$ cat src/hw/rtl/gbn_pkg.sv
// Shared types, constants and the ack header check for the Go-Back-N sender window.
`timescale 1ns / 1ps

package gbn_pkg;

  localparam int PACKET_BYTES = 4096;
  localparam int PB_BITS      = $clog2(PACKET_BYTES);
  localparam int LEN_W        = 24;
  localparam int CNT_W        = LEN_W - PB_BITS + 1;
  localparam int WIN_W        = 4;
  localparam int TMR_W        = 16;
  localparam int BCNT_W       = 13;
  localparam int SEQ_W        = 8;
  localparam int IDX_W        = 12;
  localparam int WINDOW_MAX   = 8;
  localparam int WINDOW_MIN   = 2;

  localparam logic [WIN_W-1:0] WINDOW_RESET  = WIN_W'(8);
  localparam logic [TMR_W-1:0] TIMEOUT_RESET = TMR_W'(500);

  typedef enum logic [1:0] {
    OP_START = 2'd0,
    OP_TICK  = 2'd1,
    OP_ACK   = 2'd2
  } op_t;

  typedef enum logic {
    KIND_SEND     = 1'b0,
    KIND_COMPLETE = 1'b1
  } kind_t;

  typedef enum logic {
    REG_WINDOW  = 1'b0,
    REG_TIMEOUT = 1'b1
  } reg_idx_t;

  function automatic logic [15:0] oc_add(input logic [15:0] a, input logic [15:0] b);
    logic [16:0] s;
    s = {1'b0, a} + {1'b0, b};
    if (s[16]) begin
      return s[15:0] + 16'd1;
    end
    return s[15:0];
  endfunction

  function automatic logic hdr_ok(input logic [15:0] sum_w, input logic [15:0] size_w,
                                  input logic [7:0] flag_b, input logic [7:0] seq_b);
    logic [15:0] acc;
    acc = oc_add(sum_w, size_w);
    acc = oc_add(acc, {seq_b, flag_b});
    return acc == 16'hFFFF;
  endfunction

endpackage

$ cat src/hw/rtl/go_back_n_sender_window.sv
// Go-Back-N sender window: send scheduling, ack checking, timeout rewind and completion.
// A request is registered on acceptance, and its result in the result register.
// Throughput: one request per cycle unless the result side stalls; the window update
//   is one compare-and-add pass between the input register and the result register.
// Back-pressure on the result side stalls the input only when a result must wait.
// Reset (rst_n low, synchronous): transfer idle, counters zero, window 8, timeout 500.
`timescale 1ns / 1ps

module go_back_n_sender_window
  import gbn_pkg::*;
(
  input  logic                clk,
  input  logic                rst_n,

  input  logic                in_valid,
  output logic                in_stall,
  input  logic [1:0]          in_opcode,
  input  logic [LEN_W-1:0]    in_total_bytes,
  input  logic [15:0]         in_ack_sum,
  input  logic [15:0]         in_ack_size,
  input  logic [7:0]          in_ack_flag,
  input  logic [7:0]          in_ack_seq,

  output logic                out_valid,
  input  logic                out_stall,
  output logic                out_kind,
  output logic [SEQ_W-1:0]    out_seq_number,
  output logic [IDX_W-1:0]    out_packet_index,
  output logic [BCNT_W-1:0]   out_byte_count,

  input  logic                psel,
  input  logic                penable,
  input  logic                pwrite,
  input  logic [2:0]          paddr,
  input  logic [31:0]         pwdata,
  output logic [31:0]         prdata,
  output logic                pready
);

  logic                ir_v_r;
  logic [1:0]          ir_op_r;
  logic [LEN_W-1:0]    ir_len_r;
  logic [15:0]         ir_sum_r;
  logic [15:0]         ir_size_r;
  logic [7:0]          ir_flag_r;
  logic [7:0]          ir_seq_r;

  logic                ov_r;
  logic                ok_kind_r;
  logic [SEQ_W-1:0]    o_seq_r;
  logic [IDX_W-1:0]    o_idx_r;
  logic [BCNT_W-1:0]   o_cnt_r;

  logic [WIN_W-1:0]    win_r;
  logic [TMR_W-1:0]    tmo_r;

  logic                active_r,  active_nxt;
  logic [LEN_W-1:0]    len_r,     len_nxt;
  logic [CNT_W-1:0]    total_r,   total_nxt;
  logic [CNT_W-1:0]    acked_r,   acked_nxt;
  logic [CNT_W-1:0]    next_r,    next_nxt;
  logic [TMR_W-1:0]    timer_r,   timer_nxt;

  logic                res_v;
  logic                res_kind;
  logic [SEQ_W-1:0]    res_seq;
  logic [IDX_W-1:0]    res_idx;
  logic [BCNT_W-1:0]   res_cnt;

  logic                adv;
  logic                accept;
  logic                cfg_wr;

  logic [WIN_W-1:0]    win_eff;
  logic [WIN_W-1:0]    win_lim;
  logic [CNT_W-1:0]    outs_pre;
  logic [CNT_W-1:0]    outs_post;
  logic [7:0]          base_seq;
  logic [7:0]          ack_dist;
  logic [LEN_W:0]      len_round;

  assign adv      = ir_v_r && (!ov_r || !out_stall);
  assign in_stall = ir_v_r && !adv;
  assign accept   = in_valid && !in_stall;

  assign out_valid        = ov_r;
  assign out_kind         = ok_kind_r;
  assign out_seq_number   = o_seq_r;
  assign out_packet_index = o_idx_r;
  assign out_byte_count   = o_cnt_r;

  assign pready = 1'b1;
  assign cfg_wr = psel && penable && pwrite;
  assign prdata = (reg_idx_t'(paddr[2]) == REG_TIMEOUT) ? {16'd0, tmo_r}
                                                        : {{(32-WIN_W){1'b0}}, win_r};

  always_comb begin
    if (win_r < WIN_W'(WINDOW_MIN)) begin
      win_eff = WIN_W'(WINDOW_MIN);
    end else if (win_r > WIN_W'(WINDOW_MAX)) begin
      win_eff = WIN_W'(WINDOW_MAX);
    end else begin
      win_eff = win_r;
    end
  end

  assign win_lim   = win_eff - WIN_W'(1);
  assign outs_pre  = next_r - acked_r;
  assign base_seq  = acked_r[7:0] + 8'hFF;
  assign ack_dist  = ir_seq_r - base_seq;
  assign len_round = {1'b0, ir_len_r} + (LEN_W+1)'(PACKET_BYTES - 1);

  always_comb begin
    active_nxt = active_r;
    len_nxt    = len_r;
    total_nxt  = total_r;
    acked_nxt  = acked_r;
    next_nxt   = next_r;
    timer_nxt  = timer_r;
    res_v      = 1'b0;
    res_kind   = KIND_SEND;
    res_seq    = '0;
    res_idx    = '0;
    res_cnt    = '0;
    outs_post  = '0;

    if (active_r) begin
      if (acked_r >= total_r) begin
        res_v      = 1'b1;
        res_kind   = KIND_COMPLETE;
        active_nxt = 1'b0;
      end else if (next_r < total_r && outs_pre < CNT_W'(win_lim)) begin
        res_v   = 1'b1;
        res_seq = next_r[SEQ_W-1:0];
        res_idx = next_r[IDX_W-1:0];
        if (next_r == total_r - CNT_W'(1) && len_r[PB_BITS-1:0] != '0) begin
          res_cnt = BCNT_W'(len_r[PB_BITS-1:0]);
        end else begin
          res_cnt = BCNT_W'(PACKET_BYTES);
        end
        timer_nxt = '0;
        next_nxt  = next_r + CNT_W'(1);
      end
    end

    unique case (op_t'(ir_op_r))
      OP_START: begin
        len_nxt    = ir_len_r;
        total_nxt  = CNT_W'(len_round >> PB_BITS);
        acked_nxt  = '0;
        next_nxt   = '0;
        timer_nxt  = '0;
        active_nxt = 1'b1;
      end
      OP_TICK: begin
        if (active_nxt) begin
          if (timer_nxt >= tmo_r) begin
            next_nxt = acked_r;
          end
          if (timer_nxt != {TMR_W{1'b1}}) begin
            timer_nxt = timer_nxt + TMR_W'(1);
          end
        end
      end
      OP_ACK: begin
        if (active_nxt) begin
          outs_post = next_nxt - acked_r;
          if (hdr_ok(ir_sum_r, ir_size_r, ir_flag_r, ir_seq_r)) begin
            if (ack_dist != 8'd0 && CNT_W'(ack_dist) <= outs_post) begin
              acked_nxt = acked_r + CNT_W'(ack_dist);
            end
          end else begin
            next_nxt = acked_r;
          end
        end
      end
      default: begin
      end
    endcase
  end

  always_ff @(posedge clk) begin
    if (!rst_n) begin
      ir_v_r   <= 1'b0;
      ov_r     <= 1'b0;
      win_r    <= WINDOW_RESET;
      tmo_r    <= TIMEOUT_RESET;
      active_r <= 1'b0;
      len_r    <= '0;
      total_r  <= '0;
      acked_r  <= '0;
      next_r   <= '0;
      timer_r  <= '0;
    end else begin
      if (cfg_wr) begin
        unique case (reg_idx_t'(paddr[2]))
          REG_WINDOW:  win_r <= pwdata[WIN_W-1:0];
          REG_TIMEOUT: tmo_r <= pwdata[TMR_W-1:0];
        endcase
      end

      if (accept) begin
        ir_v_r <= 1'b1;
      end else if (adv) begin
        ir_v_r <= 1'b0;
      end

      if (adv && res_v) begin
        ov_r <= 1'b1;
      end else if (!out_stall) begin
        ov_r <= 1'b0;
      end

      if (adv) begin
        active_r <= active_nxt;
        len_r    <= len_nxt;
        total_r  <= total_nxt;
        acked_r  <= acked_nxt;
        next_r   <= next_nxt;
        timer_r  <= timer_nxt;
      end
    end
  end

  always_ff @(posedge clk) begin
    if (accept) begin
      ir_op_r   <= in_opcode;
      ir_len_r  <= in_total_bytes;
      ir_sum_r  <= in_ack_sum;
      ir_size_r <= in_ack_size;
      ir_flag_r <= in_ack_flag;
      ir_seq_r  <= in_ack_seq;
    end
    if (adv && res_v) begin
      ok_kind_r <= res_kind;
      o_seq_r   <= res_seq;
      o_idx_r   <= res_idx;
      o_cnt_r   <= res_cnt;
    end
  end

endmodule

$ cat config.mk
export PLATFORM = sky130hd
export DESIGN_NAME = go_back_n_sender_window
export DESIGN_NICKNAME = d
export VERILOG_FILES = /design/src/hw/rtl/gbn_pkg.sv /design/src/hw/rtl/go_back_n_sender_window.sv
export SDC_FILE = /design/constraint.sdc
export NUM_CORES = 1
export LEC_CHECK = 0
export ABC_AREA = 1
export BUFFER_PORTS_ARGS = -buffer_cell sky130_fd_sc_hd__clkbuf_2
export CAP_MARGIN = 10
export CORE_MARGIN = 2
export CORE_UTILIZATION = 50
export DETAILED_ROUTE_END_ITERATION = 12
export PLACE_DENSITY = 0.83
export SYNTH_ARGS = -nofsm -noshare
export SYNTH_HDL_FRONTEND = slang
export SYNTH_SLANG_ARGS = --single-unit
$ cat constraint.sdc
create_clock -name clk -period 5 [get_ports clk]
set_clock_uncertainty 0.05 [all_clocks]
set_input_delay 0.5 -clock clk [delete_from_list [all_inputs] [get_ports clk]]
set_output_delay 0.5 -clock clk [all_outputs]
set_load 0.02 [all_outputs]
======== After elaboration in Yosys (flattened, before gate mapping) ========
Index checks and enable logic that the tools add are counted.
Widths: inputs -> output; s select.
operators by class
  add/subtract/negate cells ............... 14
  magnitude comparators ................... 7
  equal/unequal tests ..................... 9
  muxes and demuxes ....................... 47
  bitwise logic cells ..................... 4
  reduce and logical (&&, ||, !) cells .... 25
operators with widths
  cell                    count
  $mux 16                 14
  $mux 13                 11
  $add 16x1->16 const B   3
  $pmux 13 s3             1
  $add 16x16->17          2
  $pmux 16 s2             1
  $pmux 13 s2             1
  $sub 13x13->13          2
  $add 24x12->25 const B  1
  $mux 1                  17
  $eq 16x16->1 const B    1
  $ge 16x16->1            1
  $ne 16x16->1 const B    1
  $add 13x1->13 const B   1
  $add 13x8->13           1
  $eq 13x13->1            1
  $ge 13x13->1            1
  $le 8x13->1             1
  $lt 13x13->1            1
  $lt 13x4->1             1
  $sub 13x1->13 const B   1
  $reduce_bool 12->1      1
  $logic_and 1x1->1       9
  $add 8x8->8 const B     1
  19 further kinds        31
word-level totals
  bits in registers ....................... 198
  input bits .............................. 116
  output and inout port bits .............. 69
  logic and storage cells ................. 127

======== Longest topological paths before layout ========
  word-level depth ........................ 19
  depth in mapped cells ................... 44

======== Worst setup path before layout ========
No wires, ideal clock.
  path type ............................... register -> register
  start ................................... reg acked_r[2]
  end ..................................... reg acked_r[2]
  library setup time ...................... 113 ps
  data arrival time ....................... 5319 ps
  path slack .............................. -482 ps
  stages on the path, launching flop included .. 42
  clock period less this slack ............ 5482 ps
  path through ............................ dfxtp_1 -> inv_1 -> ha_1 -> nand2_1 -> nand2_1 -> inv_1 -> nand2_1 -> xor2_1 -> ha_1 -> nor2_1 -> nand2_1 -> nor2_1 -> nand3_1 -> nor2_1 -> nand3_1 -> nor2_1 -> nand4_1 -> buf_2 -> [... 6 more ...] -> xor2_1 -> ha_1 -> nand2_1 -> o21a_1 -> o31ai_1 -> nand3_1 -> nand2_1 -> nand2_1 -> nand2_1 -> nand2_1 -> nor4_1 -> nand2_1 -> nand3b_1 -> nand2_4 -> nand2_8 -> buf_8 -> nor2_1 -> nor2_1
on the way
  longest elaborated chain between the ends .. 11
ends and longest elaborated chain
  element                     RTL line                        source
  start, declared             go_back_n_sender_window.sv:60   logic [CNT_W-1:0] acked_r, acked_nxt;
  start signal, assigned      go_back_n_sender_window.sv:218  acked_r <= acked_nxt;
  $sub 13x13->13              go_back_n_sender_window.sv:108  assign outs_pre = next_r - acked_r;
  $lt 13x4->1                 go_back_n_sender_window.sv:132  end else if (next_r < total_r && outs_pre < CNT_W'(win_lim)) begin
  $logic_and 1x1->1           go_back_n_sender_window.sv:132
  $mux 13                     go_back_n_sender_window.sv:132
  $mux 13                     go_back_n_sender_window.sv:128  if (acked_r >= total_r) begin
  $mux 13                     go_back_n_sender_window.sv:127  if (active_r) begin
  $sub 13x13->13              go_back_n_sender_window.sv:167  outs_post = next_nxt - acked_r;
  $le 8x13->1                 go_back_n_sender_window.sv:169  if (ack_dist != 8'd0 && CNT_W'(ack_dist) <= outs_post) begin
  $logic_and 1x1->1           go_back_n_sender_window.sv:169
  $ne 2x2->1 (no line)        n/a
  $reduce_and 5->1 (no line)  n/a
Parallel ways exist; a longest one is shown, timed or not. The select of a mux whose other input is x is not followed.
A chain may end at the register's enable or synchronous reset.

======== Final worst setup path ========
  start ................................... reg next_r[0]
  end ..................................... reg acked_r[1]
on the way
  longest elaborated chain between the ends .. 11
ends and longest elaborated chain
  element                         RTL line                        source
  start, declared                 go_back_n_sender_window.sv:61   logic [CNT_W-1:0] next_r, next_nxt;
  start signal, assigned          go_back_n_sender_window.sv:219  next_r <= next_nxt;
  $sub 13x13->13                  go_back_n_sender_window.sv:108
  $lt 13x4->1                     go_back_n_sender_window.sv:132
  $logic_and 1x1->1               go_back_n_sender_window.sv:132
  $mux 13                         go_back_n_sender_window.sv:132
  $mux 13                         go_back_n_sender_window.sv:128
  $mux 13 (*)                     go_back_n_sender_window.sv:127
  $sub 13x13->13 (*)              go_back_n_sender_window.sv:167
  $le 8x13->1 (*)                 go_back_n_sender_window.sv:169
  $logic_and 1x1->1 (*)           go_back_n_sender_window.sv:169
  $ne 2x2->1 (no line) (*)        n/a
  $reduce_and 5->1 (no line) (*)  n/a
Every way passes the cells marked *; elsewhere a longest branch is shown, timed or not.

==> impl_metrics.toml <==
[run_status]
status = "complete, but fails checks"
violations = "negative setup slack"

[sta]
setup_tns_ns = -11.07
min_period_over_period = 1.120
setup_viol = 26
max_clock_freq_ghz = 0.1786
hold_viol = 0
maxSlewHeadroom = 0.1211
period_minus_slack_ns = 5.599
worst_slack_ns = -0.5990
worst_pin_slew_ns = 1.313
slew_viol_final = 0
rsz0062_at_grt = "yes"

[final_layout]
layout_commonest_cell = "nand2_1"
antenna_cells = 0
multi_input_area_mm2 = 0.009012
register_area_mm2 = 0.004815
final_cell_mix = "nand2_1, inv_1, buf_4, nor2_1, clkbuf_2"
fin_nets = 2635
utilization = 0.6564
syn_to_final_growth_pct = 29.64
fillers = 2220
drive_gt1_frac = 0.2607

[synth]
ys_seq_area_frac = 0.3315
synth_edf_count = 100
synth_simple_gate_area_frac = 0.2606
synth_ff_type = "edfxtp_1"
synth_compound_area_frac = 0.1165
syn_area_mm2 = 0.01449
ys_warn_count = 0
synth_cell_type_count = 51
ys_ff_latch = 190
synthAdderAreaFrac = 0.1257
synth_mux_area_frac = 0
synthArstFlopShare = 0
synth_top_family_by_area = "simple AND/OR/NAND/NOR gates"
synth-xor-area-share = 0.05300
synth_area_per_cell_um2 = 7.143
synthCells = 2029

[global_routing]
overflow = 0
grt_usage = 0.2775
grt_pass1_vias = 14450
grt_max_degree = 50
antenna_found_initial = 0
grt_pass1_wl_mm = 68.61

[worst_setup_path]
path_max_fanout = 6
worst_setup_path_end_kind = "flop"
crit_type = "reg -> reg"
worstSetupStartpointType = "flop"
cpMostUsedCell = "nand2_1"
critPathRequiredTime_ns = 5.32
critPathMaxStageDelay_ns = 0.43
slowest_stage = "fa_2"
crit_arrival_ns = 5.92

[route]
wl_per_cell_um = 16.35
wl_mm = 45.36
drt-vias-per-instance = 5.543
drtPass1Iterations = 7
ant_nets = 0
drt_iter0_drc = 1450
vias = 15380
drc = 0

[clock_network]
clk_pin_slew_ns = 0.08
cts_buffers = 17
h-tree-depth = 4
hold_buffers = 0
cts-root-buf = "clkbuf_16"
cts_tree = "done"
cts.sinks = 190
cts_max_path_buffers = 2
insertion_delay_ns = 0.45

[place]
place_ws_ns = -0.3752
portBuffers = 149
place_congestion = 0.9940
hpwlAfterDp_mm = 31.87

[power_and_ir_drop]
power_leakage_nw = 9.208
irDropWorstVdd_uv = 230.8
power_per_cell_area_mw_per_mm2 = 290.4
total_power_mw = 5.457

[die]
die_x_um = 174.3
die_area_mm2 = 0.03037
initial_core_util = 0.5063
num_io_pins = 185
core_area_mm2 = 0.02863
die_h_um = 174.3
num_rows = 62

[run]
maxCapViolCount = 0

[worst_hold_path]
hp-class = "in -> reg"
## timing repair
item                                    4_1_cts  5_1_grt
setup buffers                                26       13
resized for setup                            74      135
endpoints found under the setup margin       26       26
hold endpoints to repair                      0        0
pin swaps                                    36       71
cloned                                        4        1
## final timing paths
path                                        start     endpoint  slack, ns  cells past startpoint
worst min register to register        timer_r[15]  timer_r[15]       0.43                      2
worst max register to register          next_r[0]   acked_r[1]      -0.60                     39
worst max-delay path                    next_r[0]   acked_r[1]      -0.60                     39
worst min-delay path            in_total_bytes[9]  ir_len_r[9]       0.17                      1
## stage by stage
stage                     instance area [um2]  hold WS, ns  std cells
after floorplan                         14690       0.3951       2045
after global placement                  17000       0.4040       2700
after detailed placement                17000       0.4146       2700
after CTS                               18150       0.1613       2761
after global routing                    18790       0.1588       2774
final                                   18790       0.1723       2774
## report_power, final
group | internal (mW) | total (mW) | switching (mW)
logic | 0.911 | 2.20 | 1.29
registers | 1.70 | 1.74 | 0.0382
clock network | 0.850 | 1.52 | 0.668
total | 3.46 | 5.46 | 1.99
## metal layers
| metal | global-route usage | vias up | part of all wire |
|---|---|---|---|
| met5 | 0 | - | 0 |
| met4 | 0.1068 | 0 | 0.042 |
| met3 | 0.05709 | 202 | 0.10 |
| met2 | 0.4631 | 890 | 0.47 |
| met1 | 0.3531 | 7000 | 0.39 |
| li1 | - | 7284 | - |
## worst max-delay path: cells and delay by family, from the launching register on
| kind | cells | cell delay, ns |
|---|---|---|
| xor+xnor | 2 | 0.37 |
| buf+inv | 7 | 0.65 |
| compound gates | 3 | 0.44 |
| fa+ha+maj | 6 | 1.62 |
| flops | 1 | 0.33 |
| simple gates | 21 | 2.05 |
## kinds of logic after synthesis
family / Yosys count
compound gates: 316
xor+xnor: 86
fa+ha+maj: 142
buf+inv: 402
flops: 190
other cells: 2
simple gates: 891
## sequential cells by signal (all words and copies together), names as in the netlist
register,flops
ir_flag_r,8
ir_seq_r,8
out_byte_count,13
ir_len_r,24
win_r,4
len_r,12
out_valid,1
next_r,13
acked_r,13
out_kind,1
timer_r,16
ir_v_r,1
out_packet_index,5
ir_sum_r,16
active_r,1
out_seq_number,7
ir_op_r,2
tmo_r,16
total_r,13
ir_size_r,16
## cells in the mapped netlist (2+ instances only)
master,n,share of area
a211oi_1,10,0.0052
nor2_4,2,0.0016
nand3b_1,8,0.0041
o21ai_0,115,0.040
o221ai_1,2,0.0012
o31ai_1,4,0.0021
o21a_1,2,0.0010
conb_1,2,0.00052
buf_4,26,0.013
buf_1,2,0.00052
nand3_1,144,0.050
a31oi_1,5,0.0022
nand2_1,443,0.11
nor2_1,207,0.054
fa_1,6,0.0083
inv_1,329,0.085
a21oi_1,152,0.052
a21boi_0,2,0.0010
xor2_2,2,0.0022
nand2_2,4,0.0017
dfxtp_1,90,0.12
nand4_1,37,0.016
clkbuf_1,35,0.0091
xnor2_1,21,0.013
o22ai_1,11,0.0047
a21o_1,3,0.0016
edfxtp_1,100,0.21
nor3_1,28,0.0097
buf_2,6,0.0021
nor4_1,4,0.0017
xor2_1,63,0.038
o211ai_1,5,0.0026
or2_2,5,0.0022
nor2_2,2,0.00086
ha_1,136,0.12
## area by class of cell
cell class	count	area share
flip-flops and latches	190	0.2562
well taps	384	0.02557
clock inverters	14	0.01085
clock buffers	18	0.02284
repair buffers	381	0.1385
inverters	331	0.06639
multi-input cells	1456	0.4796
(Power assumes the default switching activity.)
